### src/rtl/text_case_transform_stream_top_assert.svh
// Assertion macros for the text case transform result buffer
`ifndef TEXT_CASE_TRANSFORM_STREAM_TOP_ASSERT_SVH
`define TEXT_CASE_TRANSFORM_STREAM_TOP_ASSERT_SVH
`ifndef SYNTHESIS
`define TCT_ASSERT_IMP(lbl, ck, rn, ante, cons, msg) \
    lbl: assert property (@(posedge ck) disable iff (!rn) (ante) |-> (cons)) \
        else $error(msg);
`define TCT_ASSERT_NXT(lbl, ck, rn, ante, cons, msg) \
    lbl: assert property (@(posedge ck) disable iff (!rn) (ante) |=> (cons)) \
        else $error(msg);
`else
`define TCT_ASSERT_IMP(lbl, ck, rn, ante, cons, msg)
`define TCT_ASSERT_NXT(lbl, ck, rn, ante, cons, msg)
`endif
`endif

### src/rtl/tct_pkg.sv
// Types, constants and helper functions for the text case transform
`timescale 1ns / 1ps
`default_nettype none
package tct_pkg;

    localparam logic [3:0] MODE_NOBREAKS = 4'd0;
    localparam logic [3:0] MODE_UPPER    = 4'd1;
    localparam logic [3:0] MODE_LOWER    = 4'd2;
    localparam logic [3:0] MODE_TITLE    = 4'd3;
    localparam logic [3:0] MODE_SENTENCE = 4'd4;
    localparam logic [3:0] MODE_CAMEL    = 4'd5;
    localparam logic [3:0] MODE_INVERT   = 4'd6;
    localparam logic [3:0] MODE_ASCII    = 4'd7;
    localparam logic [3:0] MODE_SLUG     = 4'd8;
    localparam logic [3:0] MODE_PASS     = 4'd9;

    localparam logic [1:0] REG_MODE       = 2'd0;
    localparam logic [1:0] REG_SEP_LENGTH = 2'd1;
    localparam logic [1:0] REG_SEP_FIRST  = 2'd2;
    localparam logic [1:0] REG_SEP_SECOND = 2'd3;

    localparam logic [15:0] CH_HYPHEN = 16'h002D;
    localparam logic [15:0] CH_PERIOD = 16'h002E;
    localparam logic [15:0] CH_BANG   = 16'h0021;
    localparam logic [15:0] CH_QUERY  = 16'h003F;
    localparam logic [15:0] CH_LF     = 16'h000A;
    localparam logic [15:0] CH_CR     = 16'h000D;
    localparam logic [15:0] ASCII_END = 16'h0080;

    typedef struct packed {
        logic [15:0] code_unit;
        logic        has_unit;
        logic        end_of_text;
    } in_item_t;

    typedef struct packed {
        logic [15:0] out_unit;
        logic        out_valid;
        logic        out_last;
    } out_item_t;

    typedef struct packed {
        logic [3:0]  mode;
        logic [1:0]  separator_length;
        logic [15:0] separator_first;
        logic [15:0] separator_second;
    } cfg_t;

    typedef struct packed {
        logic word_start;
        logic sentence_start;
        logic first_word;
        logic gap_pending;
        logic output_started;
    } flags_t;

    localparam flags_t FLAGS_RESET = '{
        word_start:     1'b1,
        sentence_start: 1'b1,
        first_word:     1'b1,
        gap_pending:    1'b0,
        output_started: 1'b0
    };

    // Up to three units per input transaction; a zero count leaves the result buffer empty
    typedef struct packed {
        logic [2:0][15:0] units;
        logic [1:0]       count;
        logic             bare;
        logic             last;
    } bundle_t;

    function automatic logic is_space(input logic [15:0] c);
        is_space = (c == 16'h0020) || (c == 16'h0009) || (c == 16'h000A) ||
                   (c == 16'h000B) || (c == 16'h000C) || (c == 16'h000D);
    endfunction

    function automatic logic is_upper(input logic [15:0] c);
        is_upper = (c >= 16'h0041) && (c <= 16'h005A);
    endfunction

    function automatic logic is_lower(input logic [15:0] c);
        is_lower = (c >= 16'h0061) && (c <= 16'h007A);
    endfunction

    function automatic logic is_digit(input logic [15:0] c);
        is_digit = (c >= 16'h0030) && (c <= 16'h0039);
    endfunction

    function automatic logic [15:0] to_upper(input logic [15:0] c);
        to_upper = is_lower(c) ? (c - 16'h0020) : c;
    endfunction

    function automatic logic [15:0] to_lower(input logic [15:0] c);
        to_lower = is_upper(c) ? (c + 16'h0020) : c;
    endfunction

endpackage
`default_nettype wire

### src/rtl/tct_cfg.sv
// APB register file holding mode and slug separator settings
`timescale 1ns / 1ps
`default_nettype none
module tct_cfg (
    input  wire logic          clk,
    input  wire logic          rst_n,
    input  wire logic          psel,
    input  wire logic          penable,
    input  wire logic          pwrite,
    input  wire logic [3:0]    paddr,
    input  wire logic [31:0]   pwdata,
    output logic [31:0]        prdata,
    output logic               pready,
    output tct_pkg::cfg_t      cfg
);

    tct_pkg::cfg_t cfg_reg;
    logic          wr_en;

    assign pready = 1'b1;
    assign wr_en  = psel && penable && pwrite;
    assign cfg    = cfg_reg;

    always_ff @(posedge clk or negedge rst_n)
    begin
        if (!rst_n)
        begin
            cfg_reg.mode             <= tct_pkg::MODE_PASS;
            cfg_reg.separator_length <= 2'd0;
            cfg_reg.separator_first  <= tct_pkg::CH_HYPHEN;
            cfg_reg.separator_second <= tct_pkg::CH_HYPHEN;
        end
        else if (wr_en)
        begin
            case (paddr[3:2])
                tct_pkg::REG_MODE:       cfg_reg.mode             <= pwdata[3:0];
                tct_pkg::REG_SEP_LENGTH: cfg_reg.separator_length <= pwdata[1:0];
                tct_pkg::REG_SEP_FIRST:  cfg_reg.separator_first  <= pwdata[15:0];
                tct_pkg::REG_SEP_SECOND: cfg_reg.separator_second <= pwdata[15:0];
                default: ;
            endcase
        end
    end

    always_comb
    begin
        case (paddr[3:2])
            tct_pkg::REG_MODE:       prdata = {28'd0, cfg_reg.mode};
            tct_pkg::REG_SEP_LENGTH: prdata = {30'd0, cfg_reg.separator_length};
            tct_pkg::REG_SEP_FIRST:  prdata = {16'd0, cfg_reg.separator_first};
            tct_pkg::REG_SEP_SECOND: prdata = {16'd0, cfg_reg.separator_second};
            default:                 prdata = 32'd0;
        endcase
    end

endmodule
`default_nettype wire

### src/rtl/tct_xform.sv
// Per-unit case transform with the word/sentence/gap flags
`timescale 1ns / 1ps
`default_nettype none
module tct_xform (
    input  wire logic             clk,
    input  wire logic             rst_n,
    input  wire tct_pkg::cfg_t    cfg,
    input  wire tct_pkg::in_item_t item,
    input  wire logic             load,
    output tct_pkg::bundle_t      bundle
);

    tct_pkg::flags_t  flags_reg;
    tct_pkg::flags_t  flags_next;
    tct_pkg::flags_t  flags_step;
    logic [15:0]      c;
    logic [15:0]      lc;
    logic [2:0][15:0] u;
    logic [1:0]       cnt;
    logic             is_alnum;

    always_comb
    begin
        c          = item.code_unit;
        lc         = tct_pkg::to_lower(c);
        is_alnum   = tct_pkg::is_upper(c) || tct_pkg::is_lower(c) || tct_pkg::is_digit(c);
        flags_step = flags_reg;
        u          = '0;
        cnt        = 2'd0;
        if (item.has_unit)
        begin
            case (cfg.mode)
                tct_pkg::MODE_NOBREAKS:
                begin
                    if (c != tct_pkg::CH_LF && c != tct_pkg::CH_CR)
                    begin
                        u[0] = c;
                        cnt  = 2'd1;
                    end
                end
                tct_pkg::MODE_UPPER:
                begin
                    u[0] = tct_pkg::to_upper(c);
                    cnt  = 2'd1;
                end
                tct_pkg::MODE_LOWER:
                begin
                    u[0] = lc;
                    cnt  = 2'd1;
                end
                tct_pkg::MODE_TITLE:
                begin
                    cnt = 2'd1;
                    if (tct_pkg::is_space(c))
                    begin
                        flags_step.word_start = 1'b1;
                        u[0] = c;
                    end
                    else if (flags_reg.word_start)
                    begin
                        flags_step.word_start = 1'b0;
                        u[0] = tct_pkg::to_upper(c);
                    end
                    else
                    begin
                        u[0] = lc;
                    end
                end
                tct_pkg::MODE_SENTENCE:
                begin
                    cnt = 2'd1;
                    if (c == tct_pkg::CH_PERIOD || c == tct_pkg::CH_BANG ||
                        c == tct_pkg::CH_QUERY)
                    begin
                        flags_step.sentence_start = 1'b1;
                        u[0] = c;
                    end
                    else if (tct_pkg::is_space(c))
                    begin
                        u[0] = c;
                    end
                    else if (flags_reg.sentence_start)
                    begin
                        flags_step.sentence_start = 1'b0;
                        u[0] = tct_pkg::to_upper(c);
                    end
                    else
                    begin
                        u[0] = lc;
                    end
                end
                tct_pkg::MODE_CAMEL:
                begin
                    if (is_alnum)
                    begin
                        cnt = 2'd1;
                        if (flags_reg.word_start)
                        begin
                            u[0] = flags_reg.first_word ? lc : tct_pkg::to_upper(c);
                            flags_step.first_word = 1'b0;
                            flags_step.word_start = 1'b0;
                        end
                        else
                        begin
                            u[0] = lc;
                        end
                    end
                    else
                    begin
                        flags_step.word_start = 1'b1;
                    end
                end
                tct_pkg::MODE_INVERT:
                begin
                    cnt = 2'd1;
                    if (tct_pkg::is_upper(c))
                        u[0] = lc;
                    else
                        u[0] = tct_pkg::to_upper(c);
                end
                tct_pkg::MODE_ASCII:
                begin
                    if (c < tct_pkg::ASCII_END)
                    begin
                        u[0] = c;
                        cnt  = 2'd1;
                    end
                end
                tct_pkg::MODE_SLUG:
                begin
                    if (tct_pkg::is_lower(lc) || tct_pkg::is_digit(lc))
                    begin
                        if (flags_reg.gap_pending && flags_reg.output_started)
                        begin
                            case (cfg.separator_length)
                                2'd0:
                                begin
                                    u[0] = tct_pkg::CH_HYPHEN;
                                    u[1] = lc;
                                    cnt  = 2'd2;
                                end
                                2'd1:
                                begin
                                    u[0] = cfg.separator_first;
                                    u[1] = lc;
                                    cnt  = 2'd2;
                                end
                                default:
                                begin
                                    // length three behaves as two
                                    u[0] = cfg.separator_first;
                                    u[1] = cfg.separator_second;
                                    u[2] = lc;
                                    cnt  = 2'd3;
                                end
                            endcase
                        end
                        else
                        begin
                            u[0] = lc;
                            cnt  = 2'd1;
                        end
                        flags_step.gap_pending    = 1'b0;
                        flags_step.output_started = 1'b1;
                    end
                    else if (flags_reg.output_started)
                    begin
                        flags_step.gap_pending = 1'b1;
                    end
                end
                default:
                begin
                    u[0] = c;
                    cnt  = 2'd1;
                end
            endcase
        end

        bundle.units = u;
        bundle.count = cnt;
        bundle.last  = item.end_of_text;
        bundle.bare  = 1'b0;
        // end of text with nothing emitted still yields one marker transaction
        if (item.end_of_text && cnt == 2'd0)
        begin
            bundle.bare  = 1'b1;
            bundle.count = 2'd1;
        end

        flags_next = item.end_of_text ? tct_pkg::FLAGS_RESET : flags_step;
    end

    always_ff @(posedge clk or negedge rst_n)
    begin
        if (!rst_n)
            flags_reg <= tct_pkg::FLAGS_RESET;
        else if (load)
            flags_reg <= flags_next;
    end

endmodule
`default_nettype wire

### src/rtl/tct_outbuf.sv
// Result register that hands out up to three units per input transaction
`timescale 1ns / 1ps
`default_nettype none
`include "text_case_transform_stream_top_assert.svh"
module tct_outbuf (
    input  wire logic           clk,
    input  wire logic           rst_n,
    input  wire logic           load,
    input  wire tct_pkg::bundle_t bundle,
    output logic                free,
    output logic                res_valid,
    input  wire logic           res_stall,
    output tct_pkg::out_item_t  res_data
);

    tct_pkg::bundle_t bundle_reg;
    logic             full_reg;
    logic [1:0]       idx_reg;
    logic             pop;
    logic             final_unit;

    assign pop        = full_reg && !res_stall;
    assign final_unit = (idx_reg == (bundle_reg.count - 2'd1));
    assign free       = !full_reg || (pop && final_unit);

    assign res_valid          = full_reg;
    assign res_data.out_unit  = bundle_reg.bare ? 16'd0 : bundle_reg.units[idx_reg];
    assign res_data.out_valid = !bundle_reg.bare;
    assign res_data.out_last  = bundle_reg.last && final_unit;

    always_ff @(posedge clk or negedge rst_n)
    begin
        if (!rst_n)
        begin
            full_reg <= 1'b0;
            idx_reg  <= 2'd0;
        end
        else if (load)
        begin
            full_reg <= (bundle.count != 2'd0);
            idx_reg  <= 2'd0;
        end
        else if (pop)
        begin
            if (final_unit)
                full_reg <= 1'b0;
            else
                idx_reg <= idx_reg + 2'd1;
        end
    end

    always_ff @(posedge clk)
    begin
        if (load)
            bundle_reg <= bundle;
    end

    `TCT_ASSERT_IMP(a_idx_in_range, clk, rst_n, full_reg, idx_reg < bundle_reg.count,
        "result index past bundle count")
    `TCT_ASSERT_IMP(a_bare_single, clk, rst_n, full_reg && bundle_reg.bare,
        bundle_reg.count == 2'd1 && bundle_reg.last,
        "bare end marker not a single last transaction")
    `TCT_ASSERT_IMP(a_load_when_free, clk, rst_n, load, free,
        "bundle loaded over pending results")
    `TCT_ASSERT_NXT(a_idx_hold, clk, rst_n, full_reg && res_stall && !load,
        full_reg && $stable(idx_reg), "result index moved under stall")

endmodule
`default_nettype wire

### src/rtl/text_case_transform_stream_top.sv
// Top level of the streaming text case transform
//
//  channel  direction  handshake              payload
//  in       input      in_valid / in_stall    in_data  (code_unit, has_unit, end_of_text)
//  res      output     res_valid / res_stall  res_data (out_unit, out_valid, out_last)
//  cfg      APB        psel/penable/pready    paddr, pwdata, prdata
//
// One input transaction per cycle while res_stall stays low; a transaction yielding
// two or three units (slug separator) holds the input side until its last unit is out.
// Data passes the input register, then the transform into the result register.
// Reset clears valids and sets the text flags to their start values; registers return to mode pass-through.
// in_stall rises only while the input register is full and the result register
// still has units to hand out.
`timescale 1ns / 1ps
`default_nettype none
module text_case_transform_stream_top (
    input  wire logic           clk,
    input  wire logic           rst_n,
    input  wire logic           in_valid,
    output logic                in_stall,
    input  wire tct_pkg::in_item_t in_data,
    output logic                res_valid,
    input  wire logic           res_stall,
    output tct_pkg::out_item_t  res_data,
    input  wire logic           psel,
    input  wire logic           penable,
    input  wire logic           pwrite,
    input  wire logic [3:0]     paddr,
    input  wire logic [31:0]    pwdata,
    output logic [31:0]         prdata,
    output logic                pready
);

    tct_pkg::cfg_t     cfg;
    tct_pkg::in_item_t item_reg;
    tct_pkg::bundle_t  bundle;
    logic              item_valid_reg;
    logic              item_valid_next;
    logic              buf_free;
    logic              advance;
    logic              in_take;

    assign advance  = item_valid_reg && buf_free;
    assign in_stall = item_valid_reg && !buf_free;
    assign in_take  = in_valid && !in_stall;

    always_comb
    begin
        item_valid_next = item_valid_reg;
        if (in_take)
            item_valid_next = 1'b1;
        else if (advance)
            item_valid_next = 1'b0;
    end

    always_ff @(posedge clk or negedge rst_n)
    begin
        if (!rst_n)
            item_valid_reg <= 1'b0;
        else
            item_valid_reg <= item_valid_next;
    end

    always_ff @(posedge clk)
    begin
        if (in_take)
            item_reg <= in_data;
    end

    tct_cfg u_cfg (
        .clk     (clk),
        .rst_n   (rst_n),
        .psel    (psel),
        .penable (penable),
        .pwrite  (pwrite),
        .paddr   (paddr),
        .pwdata  (pwdata),
        .prdata  (prdata),
        .pready  (pready),
        .cfg     (cfg)
    );

    tct_xform u_xform (
        .clk    (clk),
        .rst_n  (rst_n),
        .cfg    (cfg),
        .item   (item_reg),
        .load   (advance),
        .bundle (bundle)
    );

    tct_outbuf u_outbuf (
        .clk       (clk),
        .rst_n     (rst_n),
        .load      (advance),
        .bundle    (bundle),
        .free      (buf_free),
        .res_valid (res_valid),
        .res_stall (res_stall),
        .res_data  (res_data)
    );

endmodule
`default_nettype wire
### config.mk
export PLATFORM = sky130hd
export DESIGN_NAME = text_case_transform_stream_top
export DESIGN_NICKNAME = d
export VERILOG_FILES = /design/src/rtl/tct_pkg.sv /design/src/rtl/tct_cfg.sv /design/src/rtl/tct_xform.sv /design/src/rtl/tct_outbuf.sv /design/src/rtl/text_case_transform_stream_top.sv
export VERILOG_INCLUDE_DIRS = /design/src /design/src/rtl
export SDC_FILE = /design/constraint.sdc
export NUM_CORES = 1
export LEC_CHECK = 0
export CELL_PAD_IN_SITES_DETAIL_PLACEMENT = 1
export CELL_PAD_IN_SITES_GLOBAL_PLACEMENT = 1
export CORE_MARGIN = 8
export CORE_UTILIZATION = 45
export CTS_BUF_LIST = sky130_fd_sc_hd__clkbuf_4
export CTS_CLUSTER_DIAMETER = 50
export CTS_CLUSTER_SIZE = 14
export DETAILED_ROUTE_END_ITERATION = 8
export DONT_BUFFER_PORTS = 1
export GPL_TIMING_DRIVEN = 0
export PLACE_DENSITY_LB_ADDON = 0.1
export SYNTH_ARGS = -nofsm -noshare
export SYNTH_HDL_FRONTEND = slang
export SYNTH_SLANG_ARGS = --single-unit
export TNS_END_PERCENT = 10
### constraint.sdc
create_clock -name clk -period 5.25 [get_ports clk]
set_input_delay 1.3125 -clock clk [delete_from_list [all_inputs] [get_ports clk]]
set_output_delay 1.3125 -clock clk [all_outputs]
set_load 0.03 [all_outputs]
==> flow_metrics.tcl <==
set metrics [dict create \
    status "finished clean" \
    maxCapViolCount 0 \
    drt_wl_total_microns 19100 \
    powerDensity_nw_per_um2 506 \
    die_x_microns 137 \
    synth_ff_type "edfxtp_1" \
    worstPathCellList "clkbuf_1 -> clkbuf_1 -> mux2i_1 -> nor2b_1" \
    cpPeakStageDelay_ns 0.63 \
    drive_gt1_share_pct 19.5 \
    vias 4882 \
    synth_edf_count 70 \
    syn_area_per_cell_sq_um 10.6 \
    grt_max_degree 48 \
    worstPathMaxFanout 10 \
    synthToLayoutAreaGrowth_pct 9.21 \
    root_buffer "clkbuf_4" \
    required_ns 3.94 \
    synth_area_sq_um 6550 \
    numPortBuffers 0 \
    fin_util_pct 49.7 \
    grt_pass1_vias 5130 \
    synth_cell_types 73 \
    num_io_pins 114 \
    routabilityCongestion 0.904 \
    slowest_stage "clkbuf_1" \
    report.final.slew_viol_count 0 \
    path_class "input port to primary output" \
    max_freq_ghz 0.225 \
    post-cts-setup-buffers 0 \
    finalPower_mw 3.62 \
    place_hpwl_microns 14800 \
    avgViaCountPerCell 5.69 \
    multi_input_area_sq_um 2980 \
    clk_pin_slew_ns 0.11 \
    antenna_found_initial 1 \
    htreeDepth 4 \
    p_leak_nw 2.77 \
    cts.path.max_buffers 2 \
    rows 44 \
    grt_pass1_wl_microns 29700 \
    skew_ns 0.0180 \
    ys_warn_count 0 \
    yosysSeqAreaShare_pct 50.3 \
    met1_usage_pct 28.1 \
    fin_crit_ns 4.45 \
    grt_use_met3_pct 5.29 \
    swShare_pct 43.4 \
    avgRoutedWirePerCell_microns 22.3 \
    filler_cell_count 1603 \
    cp-start-kind "input port" \
    die_area_sq_um 18700 \
    use_met2_pct 33.1 \
    ctsHoldBuffers 0 \
    die_y_microns 137 \
    busiest_layer "met2" \
    async_flop_share_pct 40.2 \
    postSynthCellCount 616 \
    fin_tns_setup_ns 0 \
    first_pass_iters 6 \
    worstPathArrival_ns 3.13 \
    antenna_left 0 \
    p_comb_share_pct 39.9 \
    finalHoldViolCount 0 \
    synth_seq_cells 117 \
    fin_crit_sh_pct 84.7 \
    setup_viol 0 \
    intPower_mw 2.05 \
    ff_latch_area_sq_um 3290 \
    post-route-drc-count 0 \
    worst_pin_slew_ns 0.934 \
    largest_reg_flops 52 \
    grt_util_all_layers_pct 21.1 \
    cts_tree "yes" \
    path_common_cell "clkbuf_1" \
    gr-total-overflow 0 \
    cts_made_buffers 17 \
    cts_resized 0 \
    core_area_sq_um 14400 \
    dr.first_iter.drc_count 307 \
    power_frac_clock_pct 17.1 \
    hp-class "input port to asynchronous set/reset pin" \
    start_util_pct 45.6 \
    grt_setup_unrepaired "false" \
    layout.nets 725 \
    slew_headroom_pct 37.7 \
    crit_path_end_kind "primary output" \
    worstSkewPairLatency_ns 0.54 \
    cts_sinks 117 \
    sequentialPowerShare_pct 43.0 \
    max-vdd-ir-drop_uv 182 \
    p_switching_mw 1.57 \
]
power groups by stage:
| stage | registers [mW] | logic, mW | clock network, mW |
|---|---|---|---|
| finish | 1.56 | 1.44 | 0.618 |
| global route | 1.59 | 1.58 | 0.670 |
| CTS | 1.56 | 1.46 | 0.640 |
| detailed placement | 1.58 | 1.45 | 0 |
| global placement | 1.58 | 1.39 | 0 |
| floorplan | 1.51 | 1.11 | 0 |
cell usage in the layout, fill, tap and decap left out, types with 5 or more instances in the layout:
cell type | synthesis | layout
a21oi_1 | 39 | 39
a22o_1 | 8 | 8
a31oi_1 | 8 | 8
and2_1 | 5 | 5
and3_1 | 10 | 10
buf_4 | 17 | 17
clkbuf_1 | 35 | 34
clkbuf_4 | 0 | 18
conb_1 | 2 | 26
dfrtp_1 | 34 | 34
dfstp_2 | 13 | 13
edfxtp_1 | 70 | 70
inv_1 | 16 | 16
mux2_2 | 40 | 40
mux2i_1 | 44 | 44
nand2_1 | 36 | 36
nand2b_1 | 9 | 9
nand3_1 | 7 | 7
nor2_1 | 85 | 85
nor2b_1 | 20 | 20
nor3_1 | 8 | 8
o21ai_0 | 23 | 23
or3_1 | 5 | 5
final timing paths:
check                            start                       to  slack [ns]  cells past startpoint
max in group asynchronous        rst_n            u_cfg.cfg[19]        4.56                      0
setup / recovery              paddr[2]                prdata[6]        0.80                      4
hold reg to reg            item_reg[0]   u_outbuf.bundle_reg[0]        0.46                      0
hold / removal                   rst_n      u_outbuf.idx_reg[0]        0.45                      0
setup reg to reg           item_reg[7]  u_outbuf.bundle_reg[14]        1.71                      9
min in group clk           item_reg[0]   u_outbuf.bundle_reg[0]        0.46                      0
per-layer routing:
metal / vias to the layer above / share of wire (%)
met4: 0 / 1.1
li1: 2271 / -
met5: - / 0
met2: 155 / 47
met3: 18 / 7.1
met1: 2438 / 45
stage by stage:
step / std cells / instance area [sq um] / hold slack [ns] / setup slack [ns]
2_1_floorplan: 640 / 6640 / 0.424 / 1.18
3_3_place_gp: 824 / 6870 / 0.443 / 0.504
3_5_place_dp: 825 / 6890 / 0.450 / 0.792
4_1_cts: 857 / 7150 / 0.408 / 0.802
5_1_grt: 858 / 7150 / 0.403 / 0.650
6_report: 858 / 7150 / 0.451 / 0.805
synthesized netlist by cell type (9+ instances only):
cell / count / area share [%]
buf_4: 17 / 1.9
dfstp_2: 13 / 5.2
dfrtp_1: 34 / 13
nand2_1: 36 / 2.1
inv_1: 16 / 0.92
mux2_2: 40 / 6.9
mux2i_1: 44 / 6.7
nor2b_1: 20 / 1.9
o21ai_0: 23 / 1.8
and3_1: 10 / 0.96
a21oi_1: 39 / 3.0
edfxtp_1: 70 / 32
nand2b_1: 9 / 0.86
clkbuf_1: 35 / 2.0
nor2_1: 85 / 4.9
final cells by class:
cell class / count / area share (%)
Buffer: 58 / 4.10
Timing Repair Buffer: 1 / 0.280
Multi-Input combinational cell: 448 / 41.7
Tap cell: 184 / 3.22
Antenna cell: 1 / 0.0350
Clock buffer: 18 / 1.89
Inverter: 17 / 0.910
Sequential cell: 117 / 46.1
Clock inverter: 14 / 1.73
logic make-up after synthesis:
group | Yosys count | synth area share, %
compound gates | 121 | 12.3
xor+xnor | 2 | 0.268
fa+ha+maj | 4 | 0.765
buf+inv | 75 | 5.45
flops | 117 | 50.3
mux | 86 | 14.3
other cells | 2 | 0.115
simple gates | 209 | 16.5
worst max-delay path, delay by kind of cell:
kind                   cells  cell delay [ns]
buffers and inverters      2             1.10
and+or+nand+nor            1             0.55
muxes                      1             0.17
(Power assumes the default switching activity.)
